`config.mk`:
```
export PLATFORM = sky130hd
export DESIGN_NAME = aes_key_sched
export DESIGN_NICKNAME = d
export VERILOG_FILES = /design/src/rtl/aes_pkg.sv /design/src/rtl/aes_key_sched.sv
export SDC_FILE = /design/constraint.sdc
export NUM_CORES = 2
export LEC_CHECK = 0
export BUFFER_PORTS_ARGS = -buffer_cell sky130_fd_sc_hd__buf_4
export CELL_PAD_IN_SITES_DETAIL_PLACEMENT = 2
export CELL_PAD_IN_SITES_GLOBAL_PLACEMENT = 2
export CORE_MARGIN = 4
export CORE_UTILIZATION = 46
export CTS_CLUSTER_SIZE = 20
export DETAILED_ROUTE_END_ITERATION = 16
export GPL_ROUTABILITY_DRIVEN = 0
export MAX_ROUTING_LAYER = met4
export PLACE_DENSITY = 0.87
export SYNTH_ARGS = -nofsm -noshare
export SYNTH_HDL_FRONTEND = slang
export SYNTH_SLANG_ARGS = --single-unit
```
`constraint.sdc`:
```
create_clock -name clock -period 18.34 [get_ports clock]
set_input_delay 1.834 -clock clock [delete_from_list [all_inputs] [get_ports clock]]
set_output_delay 1.834 -clock clock [all_outputs]
set_load 0.03 [all_outputs]
```
`src/rtl/aes_pkg.sv`:
```
// ----------------------------------------------------------------------------
// AES package
// Shared types, S-box tables and byte-level helpers for the AES-128 CBC block.
// ----------------------------------------------------------------------------
package aes_pkg;

   localparam int unsigned NumRounds = 10;
   localparam int unsigned RkEntries = 2 * (NumRounds + 1);

   typedef logic [127:0] block_type;
   typedef logic [3:0]   round_type;
   typedef logic [2:0]   csr_addr_type;

   localparam csr_addr_type CSR_DECRYPT_MODE = 3'd0;
   localparam csr_addr_type CSR_KEY_HI       = 3'd1;
   localparam csr_addr_type CSR_KEY_LO       = 3'd2;
   localparam csr_addr_type CSR_IV_HI        = 3'd3;
   localparam csr_addr_type CSR_IV_LO        = 3'd4;

   // control from sequencer to round unit
   typedef struct packed {
      logic      load;     // load state with first key addition
      logic      step;     // run one round
      logic      last;     // final round (no mix)
      logic      decrypt;
      round_type round;    // key index used this cycle
   } round_ctl_type;

   localparam logic [7:0] SBOX [256] = '{
      8'h63,8'h7c,8'h77,8'h7b,8'hf2,8'h6b,8'h6f,8'hc5,8'h30,8'h01,8'h67,8'h2b,8'hfe,8'hd7,8'hab,8'h76,
      8'hca,8'h82,8'hc9,8'h7d,8'hfa,8'h59,8'h47,8'hf0,8'had,8'hd4,8'ha2,8'haf,8'h9c,8'ha4,8'h72,8'hc0,
      8'hb7,8'hfd,8'h93,8'h26,8'h36,8'h3f,8'hf7,8'hcc,8'h34,8'ha5,8'he5,8'hf1,8'h71,8'hd8,8'h31,8'h15,
      8'h04,8'hc7,8'h23,8'hc3,8'h18,8'h96,8'h05,8'h9a,8'h07,8'h12,8'h80,8'he2,8'heb,8'h27,8'hb2,8'h75,
      8'h09,8'h83,8'h2c,8'h1a,8'h1b,8'h6e,8'h5a,8'ha0,8'h52,8'h3b,8'hd6,8'hb3,8'h29,8'he3,8'h2f,8'h84,
      8'h53,8'hd1,8'h00,8'hed,8'h20,8'hfc,8'hb1,8'h5b,8'h6a,8'hcb,8'hbe,8'h39,8'h4a,8'h4c,8'h58,8'hcf,
      8'hd0,8'hef,8'haa,8'hfb,8'h43,8'h4d,8'h33,8'h85,8'h45,8'hf9,8'h02,8'h7f,8'h50,8'h3c,8'h9f,8'ha8,
      8'h51,8'ha3,8'h40,8'h8f,8'h92,8'h9d,8'h38,8'hf5,8'hbc,8'hb6,8'hda,8'h21,8'h10,8'hff,8'hf3,8'hd2,
      8'hcd,8'h0c,8'h13,8'hec,8'h5f,8'h97,8'h44,8'h17,8'hc4,8'ha7,8'h7e,8'h3d,8'h64,8'h5d,8'h19,8'h73,
      8'h60,8'h81,8'h4f,8'hdc,8'h22,8'h2a,8'h90,8'h88,8'h46,8'hee,8'hb8,8'h14,8'hde,8'h5e,8'h0b,8'hdb,
      8'he0,8'h32,8'h3a,8'h0a,8'h49,8'h06,8'h24,8'h5c,8'hc2,8'hd3,8'hac,8'h62,8'h91,8'h95,8'he4,8'h79,
      8'he7,8'hc8,8'h37,8'h6d,8'h8d,8'hd5,8'h4e,8'ha9,8'h6c,8'h56,8'hf4,8'hea,8'h65,8'h7a,8'hae,8'h08,
      8'hba,8'h78,8'h25,8'h2e,8'h1c,8'ha6,8'hb4,8'hc6,8'he8,8'hdd,8'h74,8'h1f,8'h4b,8'hbd,8'h8b,8'h8a,
      8'h70,8'h3e,8'hb5,8'h66,8'h48,8'h03,8'hf6,8'h0e,8'h61,8'h35,8'h57,8'hb9,8'h86,8'hc1,8'h1d,8'h9e,
      8'he1,8'hf8,8'h98,8'h11,8'h69,8'hd9,8'h8e,8'h94,8'h9b,8'h1e,8'h87,8'he9,8'hce,8'h55,8'h28,8'hdf,
      8'h8c,8'ha1,8'h89,8'h0d,8'hbf,8'he6,8'h42,8'h68,8'h41,8'h99,8'h2d,8'h0f,8'hb0,8'h54,8'hbb,8'h16};

   localparam logic [7:0] INV_SBOX [256] = '{
      8'h52,8'h09,8'h6a,8'hd5,8'h30,8'h36,8'ha5,8'h38,8'hbf,8'h40,8'ha3,8'h9e,8'h81,8'hf3,8'hd7,8'hfb,
      8'h7c,8'he3,8'h39,8'h82,8'h9b,8'h2f,8'hff,8'h87,8'h34,8'h8e,8'h43,8'h44,8'hc4,8'hde,8'he9,8'hcb,
      8'h54,8'h7b,8'h94,8'h32,8'ha6,8'hc2,8'h23,8'h3d,8'hee,8'h4c,8'h95,8'h0b,8'h42,8'hfa,8'hc3,8'h4e,
      8'h08,8'h2e,8'ha1,8'h66,8'h28,8'hd9,8'h24,8'hb2,8'h76,8'h5b,8'ha2,8'h49,8'h6d,8'h8b,8'hd1,8'h25,
      8'h72,8'hf8,8'hf6,8'h64,8'h86,8'h68,8'h98,8'h16,8'hd4,8'ha4,8'h5c,8'hcc,8'h5d,8'h65,8'hb6,8'h92,
      8'h6c,8'h70,8'h48,8'h50,8'hfd,8'hed,8'hb9,8'hda,8'h5e,8'h15,8'h46,8'h57,8'ha7,8'h8d,8'h9d,8'h84,
      8'h90,8'hd8,8'hab,8'h00,8'h8c,8'hbc,8'hd3,8'h0a,8'hf7,8'he4,8'h58,8'h05,8'hb8,8'hb3,8'h45,8'h06,
      8'hd0,8'h2c,8'h1e,8'h8f,8'hca,8'h3f,8'h0f,8'h02,8'hc1,8'haf,8'hbd,8'h03,8'h01,8'h13,8'h8a,8'h6b,
      8'h3a,8'h91,8'h11,8'h41,8'h4f,8'h67,8'hdc,8'hea,8'h97,8'hf2,8'hcf,8'hce,8'hf0,8'hb4,8'he6,8'h73,
      8'h96,8'hac,8'h74,8'h22,8'he7,8'had,8'h35,8'h85,8'he2,8'hf9,8'h37,8'he8,8'h1c,8'h75,8'hdf,8'h6e,
      8'h47,8'hf1,8'h1a,8'h71,8'h1d,8'h29,8'hc5,8'h89,8'h6f,8'hb7,8'h62,8'h0e,8'haa,8'h18,8'hbe,8'h1b,
      8'hfc,8'h56,8'h3e,8'h4b,8'hc6,8'hd2,8'h79,8'h20,8'h9a,8'hdb,8'hc0,8'hfe,8'h78,8'hcd,8'h5a,8'hf4,
      8'h1f,8'hdd,8'ha8,8'h33,8'h88,8'h07,8'hc7,8'h31,8'hb1,8'h12,8'h10,8'h59,8'h27,8'h80,8'hec,8'h5f,
      8'h60,8'h51,8'h7f,8'ha9,8'h19,8'hb5,8'h4a,8'h0d,8'h2d,8'he5,8'h7a,8'h9f,8'h93,8'hc9,8'h9c,8'hef,
      8'ha0,8'he0,8'h3b,8'h4d,8'hae,8'h2a,8'hf5,8'hb0,8'hc8,8'heb,8'hbb,8'h3c,8'h83,8'h53,8'h99,8'h61,
      8'h17,8'h2b,8'h04,8'h7e,8'hba,8'h77,8'hd6,8'h26,8'he1,8'h69,8'h14,8'h63,8'h55,8'h21,8'h0c,8'h7d};

   function automatic logic [7:0] xtime(input logic [7:0] x);
      return {x[6:0], 1'b0} ^ (x[7] ? 8'h1b : 8'h00);
   endfunction

   function automatic logic [31:0] sub_word(input logic [31:0] w);
      return {SBOX[w[31:24]], SBOX[w[23:16]], SBOX[w[15:8]], SBOX[w[7:0]]};
   endfunction

   // byte i of a block sits at bits 127-8i
   function automatic logic [7:0] get_byte(input block_type b, input int i);
      return b[127 - 8*i -: 8];
   endfunction

   function automatic block_type sub_shift(input block_type b);
      block_type t;
      for (int c = 0; c < 4; c++)
         for (int r = 0; r < 4; r++)
            t[127 - 8*(c*4+r) -: 8] = SBOX[get_byte(b, ((c + r) % 4) * 4 + r)];
      return t;
   endfunction

   function automatic block_type inv_shift_sub(input block_type b);
      block_type t;
      for (int c = 0; c < 4; c++)
         for (int r = 0; r < 4; r++)
            t[127 - 8*(((c + r) % 4)*4 + r) -: 8] = INV_SBOX[get_byte(b, c*4 + r)];
      return t;
   endfunction

   function automatic block_type mix_cols(input block_type b);
      block_type t;
      logic [7:0] a0, a1, a2, a3;
      for (int c = 0; c < 4; c++) begin
         a0 = get_byte(b, c*4);
         a1 = get_byte(b, c*4+1);
         a2 = get_byte(b, c*4+2);
         a3 = get_byte(b, c*4+3);
         t[127 - 8*(c*4)   -: 8] = xtime(a0) ^ xtime(a1) ^ a1 ^ a2 ^ a3;
         t[127 - 8*(c*4+1) -: 8] = a0 ^ xtime(a1) ^ xtime(a2) ^ a2 ^ a3;
         t[127 - 8*(c*4+2) -: 8] = a0 ^ a1 ^ xtime(a2) ^ xtime(a3) ^ a3;
         t[127 - 8*(c*4+3) -: 8] = xtime(a0) ^ a0 ^ a1 ^ a2 ^ xtime(a3);
      end
      return t;
   endfunction

   // inverse mix as a pre-multiply by {05,00,04,00} followed by forward mix
   function automatic block_type inv_mix_cols(input block_type b);
      block_type t;
      logic [7:0] a0, a1, a2, a3, u, v;
      for (int c = 0; c < 4; c++) begin
         a0 = get_byte(b, c*4);
         a1 = get_byte(b, c*4+1);
         a2 = get_byte(b, c*4+2);
         a3 = get_byte(b, c*4+3);
         u = xtime(xtime(a0 ^ a2));
         v = xtime(xtime(a1 ^ a3));
         t[127 - 8*(c*4)   -: 8] = a0 ^ u;
         t[127 - 8*(c*4+1) -: 8] = a1 ^ v;
         t[127 - 8*(c*4+2) -: 8] = a2 ^ u;
         t[127 - 8*(c*4+3) -: 8] = a3 ^ v;
      end
      return mix_cols(t);
   endfunction

endpackage

```
`src/rtl/aes_key_sched.sv`:
```
// ----------------------------------------------------------------------------
// AES key schedule
// Expands the key one round key per cycle into a 22x64 store.
// ----------------------------------------------------------------------------
module aes_key_sched (
   input  logic                  clock,
   input  logic                  reset,
   input  logic                  start,     // key register written
   input  logic [127:0]          key,
   input  aes_pkg::round_type    rd_round,
   output logic [127:0]          rd_key,
   output logic                  busy
);
   import aes_pkg::*;

   logic [63:0]  store_ff [RkEntries];
   logic [127:0] prev_ff, prev_in;
   round_type    cnt_ff, cnt_in;
   logic [7:0]   rcon_ff, rcon_in;
   logic         busy_ff, busy_in;
   logic         restart_ff, restart_in;
   logic [31:0]  w0, w1, w2, w3, t;
   logic         wr_en;
   logic [127:0] wr_data;
   logic [4:0]   wr_idx;

   // a write during expansion restarts it from the new key
   always_comb begin
      t  = sub_word({prev_ff[23:0], prev_ff[31:24]}) ^ {rcon_ff, 24'h0};
      w0 = prev_ff[127:96] ^ t;
      w1 = prev_ff[95:64] ^ w0;
      w2 = prev_ff[63:32] ^ w1;
      w3 = prev_ff[31:0] ^ w2;
      busy_in    = busy_ff;
      cnt_in     = cnt_ff;
      prev_in    = prev_ff;
      rcon_in    = rcon_ff;
      restart_in = 1'b0;
      wr_en      = 1'b0;
      wr_data    = key;
      wr_idx     = 5'd0;
      if (restart_ff) begin
         wr_en   = 1'b1;
         prev_in = key;
         cnt_in  = 4'd1;
         rcon_in = 8'h01;
         busy_in = 1'b1;
      end else if (busy_ff) begin
         wr_en   = 1'b1;
         wr_data = {w0, w1, w2, w3};
         wr_idx  = {cnt_ff, 1'b0};
         prev_in = {w0, w1, w2, w3};
         rcon_in = xtime(rcon_ff);
         cnt_in  = cnt_ff + 4'd1;
         if (cnt_ff == round_type'(NumRounds)) busy_in = 1'b0;
      end
      if (start) begin
         restart_in = 1'b1;
         busy_in    = 1'b1;
      end
   end

   always_ff @(posedge clock) begin
      if (reset) begin
         busy_ff    <= 1'b1;
         restart_ff <= 1'b1;
         cnt_ff     <= '0;
         rcon_ff    <= 8'h01;
      end else begin
         busy_ff    <= busy_in;
         restart_ff <= restart_in;
         cnt_ff     <= cnt_in;
         rcon_ff    <= rcon_in;
      end
      prev_ff <= prev_in;
      if (wr_en) begin
         store_ff[wr_idx]        <= wr_data[127:64];
         store_ff[wr_idx + 5'd1] <= wr_data[63:0];
      end
   end

   assign rd_key = {store_ff[{rd_round, 1'b0}], store_ff[{rd_round, 1'b1}]};
   assign busy   = busy_ff;

   a_cnt_range: assert property (@(posedge clock) disable iff (reset)
      busy_ff && !restart_ff |-> cnt_ff <= round_type'(NumRounds))
      else $error("key schedule counter out of range");
   a_restart_busy: assert property (@(posedge clock) disable iff (reset)
      restart_ff |-> busy_ff)
      else $error("restart without busy");
   a_start_busy: assert property (@(posedge clock) disable iff (reset)
      start |=> busy_ff)
      else $error("key write did not start expansion");
endmodule

```
==> results.sh, run 1 <==
export IMPL_async_flop_share_pct=0
export IMPL_synth_seq_cells=1550
export IMPL_die_w_um=415.7
export IMPL_status="stopped before the end"
export IMPL_rows=149
export IMPL_die_y_um=415.7
export IMPL_yosysWarnings=0
export IMPL_synth_seq_area_share_pct=60.70
export IMPL_synth_distinct_cells=107
export IMPL_error="[ERROR DPL-0033] detailed placement checks failed during check placement."
export IMPL_syn_cell_area_um2=76440
export IMPL_num_io_pins=264
export IMPL_synth_ff_type="edfxtp_1"
export IMPL_stop_stage="detailed placement (3_5_place_dp)"
export IMPL_syn_area_per_cell_um2=14.61
export IMPL_dp_hpwl_mm=241.8
export IMPL_numPortBuffers=263
export IMPL_netlist_instances=5232
export IMPL_syn_num_nets=5429
export IMPL_synth_edf_count=1536
export IMPL_initial_core_util_pct=46.33
==> stage by stage <==
stage	std cells	cell area [um2]	setup slack, ns	hold slack, ns
3_3_place_gp	7385	80460	10.89	0.5090
2_1_floorplan	5232	76440	3.844	0.4857
==> synthesized netlist by cell type (all sizes together) (67+ instances only) <==
cell type,n,area (um2)
xnor2,101,974.7
buf,221,1217
nand3,108,540.5
nor3,84,420.4
mux4,415,9346
xor2,67,673.2
mux2,163,1839
o21ai,341,1714
nor2,217,814.5
clkbuf,239,898.4
edfxtp,1536,46120
nor2b,74,462.9
nand2,387,1453
nand2b,110,688.2
a21oi,196,984.7
==> cell families after synthesis <==
kind of cell / Yosys count / share of synthesized area [%]
muxes: 624 / 15.26
buffers and inverters: 512 / 3.023
adders and majority gates: 62 / 1.015
and+or+nand+nor: 1195 / 7.668
DFF: 1550 / 60.70
xor gates and xnor gates: 187 / 2.725
AOI/OAI and AO/OA: 1102 / 9.609
==> run 2, diff against run 1 <==
==> config.mk (replaced) <==
export PLATFORM = sky130hd
export DESIGN_NAME = aes_key_sched
export DESIGN_NICKNAME = d
export VERILOG_FILES = /design/src/rtl/aes_pkg.sv /design/src/rtl/aes_key_sched.sv
export SDC_FILE = /design/constraint.sdc
export NUM_CORES = 2
export LEC_CHECK = 0
export BUFFER_PORTS_ARGS = -buffer_cell sky130_fd_sc_hd__buf_4
export CORE_MARGIN = 4
export CORE_UTILIZATION = 40
export DETAILED_ROUTE_END_ITERATION = 16
export GPL_ROUTABILITY_DRIVEN = 0
export PLACE_DENSITY_LB_ADDON = 0.15
export SYNTH_ARGS = -nofsm -noshare
export SYNTH_HDL_FRONTEND = slang
export SYNTH_SLANG_ARGS = --single-unit
==> results.sh, run 2 <==
export IMPL_dpl_cell_count=7738
export IMPL_netlist_instances=5232
export IMPL_yosys_area_top_type_share_pct=60.34
export IMPL_ctsResizeCount=0
export IMPL_numPortBuffers=263
export IMPL_min_period_over_period_pct=40.12
export IMPL_grt_max_degree=116
export IMPL_synth_ff_type="edfxtp_1"
export IMPL_setup_tns_ns=0
export IMPL_vdd_ir_drop_max_v=0.0001343
export IMPL_crit_arrival_ns=5.52
export IMPL_worstSkewPairLatency_ns=0.81
export IMPL_yosysWarnings=0
export IMPL_final_cells=8038
export IMPL_nets=5585
export IMPL_reg_top3="store_ff (1408), prev_ff (128), rcon_ff (8)"
export IMPL_powerDensity_nw_per_um2=175.4
export IMPL_dp_hpwl_mm=160.6
export IMPL_layout_common_cells="1536 x edfxtp_1, 445 x buf_4, 415 x mux4_2, 386 x nand2_1, 317 x o21ai_0"
export IMPL_clockRootBuffer="clkbuf_16"
export IMPL_hold_buffers=0
export IMPL_wire_per_inst_um=31.69
export IMPL_grt_ovfl_total=0
export IMPL_syn_num_nets=5429
export IMPL_ys_top_cells_by_area="edfxtp_1 60%, mux4_2 12%, mux2_2 2.4%, o21ai_0 2.2%, nand2_1 1.9%"
export IMPL_crit_type="input port to output port"
export IMPL_cp_start_kind="input port"
export IMPL_clkPwrFrac_pct=20.7
export IMPL_clk_path_buf_depth=3
export IMPL_num_io_pins=264
export IMPL_drive_gt1_share_pct=24.45
export IMPL_yosys_cell_count_top_type="edfxtp_1"
export IMPL_p_leak_nw=28.68
export IMPL_initial_core_util_pct=40.20
export IMPL_largest_reg_flops=1408
export IMPL_swShare_pct=42.36
export IMPL_async_flop_share_pct=0
export IMPL_die_y_um=445.2
export IMPL_first_global_vias=47860
export IMPL_dieArea_um2=198200
export IMPL_max_freq_ghz=0.1359
export IMPL_slew_violations=0
export IMPL_path_cells="buf_8 > buf_4 > buf_4 > mux4_2 > mux4_2 > buf_4"
export IMPL_path_max_fanout=93
export IMPL_vias_per_cell=6.218
export IMPL_p_sw_w=0.006397
export IMPL_fp_coreArea_um2=190200
export IMPL_status="finished clean"
export IMPL_drc=0
export IMPL_internal_power_w=0.008706
export IMPL_numClockSinks=1550
export IMPL_syn_area_per_cell_um2=14.61
export IMPL_grt_usage_pct=25.14
export IMPL_postRouteAntennaNets=0
export IMPL_first_iter_violations=7195
export IMPL_yosysTopAreaCell="edfxtp_1"
export IMPL_synth_edf_count=1536
export IMPL_rows=160
export IMPL_skew_ns=0.03923
export IMPL_ys_top_cells_by_count="1536 x edfxtp_1, 415 x mux4_2, 387 x nand2_1, 330 x o21ai_0, 238 x clkbuf_1"
export IMPL_worst_setup_path_end_kind="output port"
export IMPL_finalCriticalPeriod_ns=7.359
export IMPL_fillerInstances=16880
export IMPL_regMostFlops="store_ff"
export IMPL_tightest_slew_ns=1.372
export IMPL_num_vias=49980
export IMPL_clk_pin_slew_ns=0.05
export IMPL_numCtsBuffers=158
export IMPL_rsz0062_at_grt="false"
export IMPL_drtPass1Iterations=9
export IMPL_synth_seq_area_share_pct=60.70
export IMPL_critPathMostFrequentCell="buf_4"
export IMPL_tritoncts="yes"
export IMPL_syn_cell_area_um2=76440
export IMPL_grt_pass1_wl_mm=361.4
export IMPL_layout_commonest_cell="edfxtp_1"
export IMPL_worstHoldPathType="flip-flop to flip-flop"
export IMPL_routed_wl_mm=254.7
export IMPL_max_slew_margin_pct=7.944
export IMPL_cts_htree_levels=4
export IMPL_post_cts_setup_buffer_count=0
export IMPL_area_growth_pct=12.63
export IMPL_maxCapViolations=0
export IMPL_die_w_um=445.2
export IMPL_synth_seq_cells=1550
export IMPL_combPwrFrac_pct=47.6
export IMPL_fin_hold_ws_ns=0.5227
export IMPL_synth_distinct_cells=107
export IMPL_crit_path_max_incr_delay_ns=0.85
export IMPL_hold_viol=0
export IMPL_cp_slowest_cell="buf_4"
export IMPL_p_seq_share_pct=31.8
export IMPL_antenna_found_initial=35
export IMPL_finalSetupViolCount=0
export IMPL_required_ns=16.51
==> run 2: metal layers <==
layer	track usage, %	share of wire [%]	routed length (um)
met1	33.70	40	101700
met2	41.12	48	122800
met3	3.618	6.9	17580
met4	10.71	4.9	12570
met5	0	0.0027	7
==> run 2: path summary, 6_finish.rpt <==
kind / end / slack, ns / depth (start not counted) / from
setup / recovery: rd_key[64] / 10.98 / 6 / rd_round[2]
hold / removal: rcon_ff[4] / 0.52 / 2 / rcon_ff[4]
hold reg to reg: rcon_ff[4] / 0.52 / 2 / rcon_ff[4]
setup reg to reg: store_ff[17][12] / 12.16 / 11 / prev_ff[1]
==> run 2: per-stage QoR <==
stage               area [um2]  power, W  setup WS, ns  util (%)
floorplan                76440  0.009350         3.844         -
global placement         81080   0.01183         11.02     42.63
detailed placement       81080   0.01182         11.00     42.63
CTS                      86040   0.01495         10.99     45.24
global route             86090   0.01568         10.87     45.27
finish                   86100   0.01510         10.98     45.27
==> run 2: layout make-up <==
class                      count  area, um2  share of cell area, %
sequential                  1550      46410                  53.90
timing repair buffer         456       3527                  4.097
inverter                      52      197.7                 0.2296
clock inverter                91      844.6                 0.9809
tap                         2511       3142                  3.649
antenna                       18      45.04                0.05232
multi-input combinational   3170      27820                  32.31
clock buffer                 190       4116                  4.781
==> run 2: worst max-delay path, delay by kind of cell <==
family,cells,cell delay [ns]
buffers and inverters,4,2.52
muxes,2,0.95
==> run 2: power by group through the flow <==
stage | clock, W | combinational [W] | sequential (W)
6_report | 0.00312 | 0.00718 | 0.00480
5_1_grt | 0.00334 | 0.00751 | 0.00482
4_1_cts | 0.00318 | 0.00697 | 0.00480
3_5_place_dp | 0 | 0.00695 | 0.00487
3_3_place_gp | 0 | 0.00696 | 0.00486
2_1_floorplan | 0 | 0.00450 | 0.00485
==> run 2: cell families after synthesis <==
| kind of cell | after synthesis | share of synthesized area, % |
|---|---|---|
| multiplexers | 624 | 15.26 |
| AND/OR/NAND/NOR | 1195 | 7.668 |
| AO/OA/AOI/OAI | 1102 | 9.609 |
| adder cells (fa/ha/maj) | 62 | 1.015 |
| XOR/XNOR | 187 | 2.725 |
| buffers and inverters | 512 | 3.023 |
| flip-flops | 1550 | 60.70 |
Power figures use the tool's default switching activity.
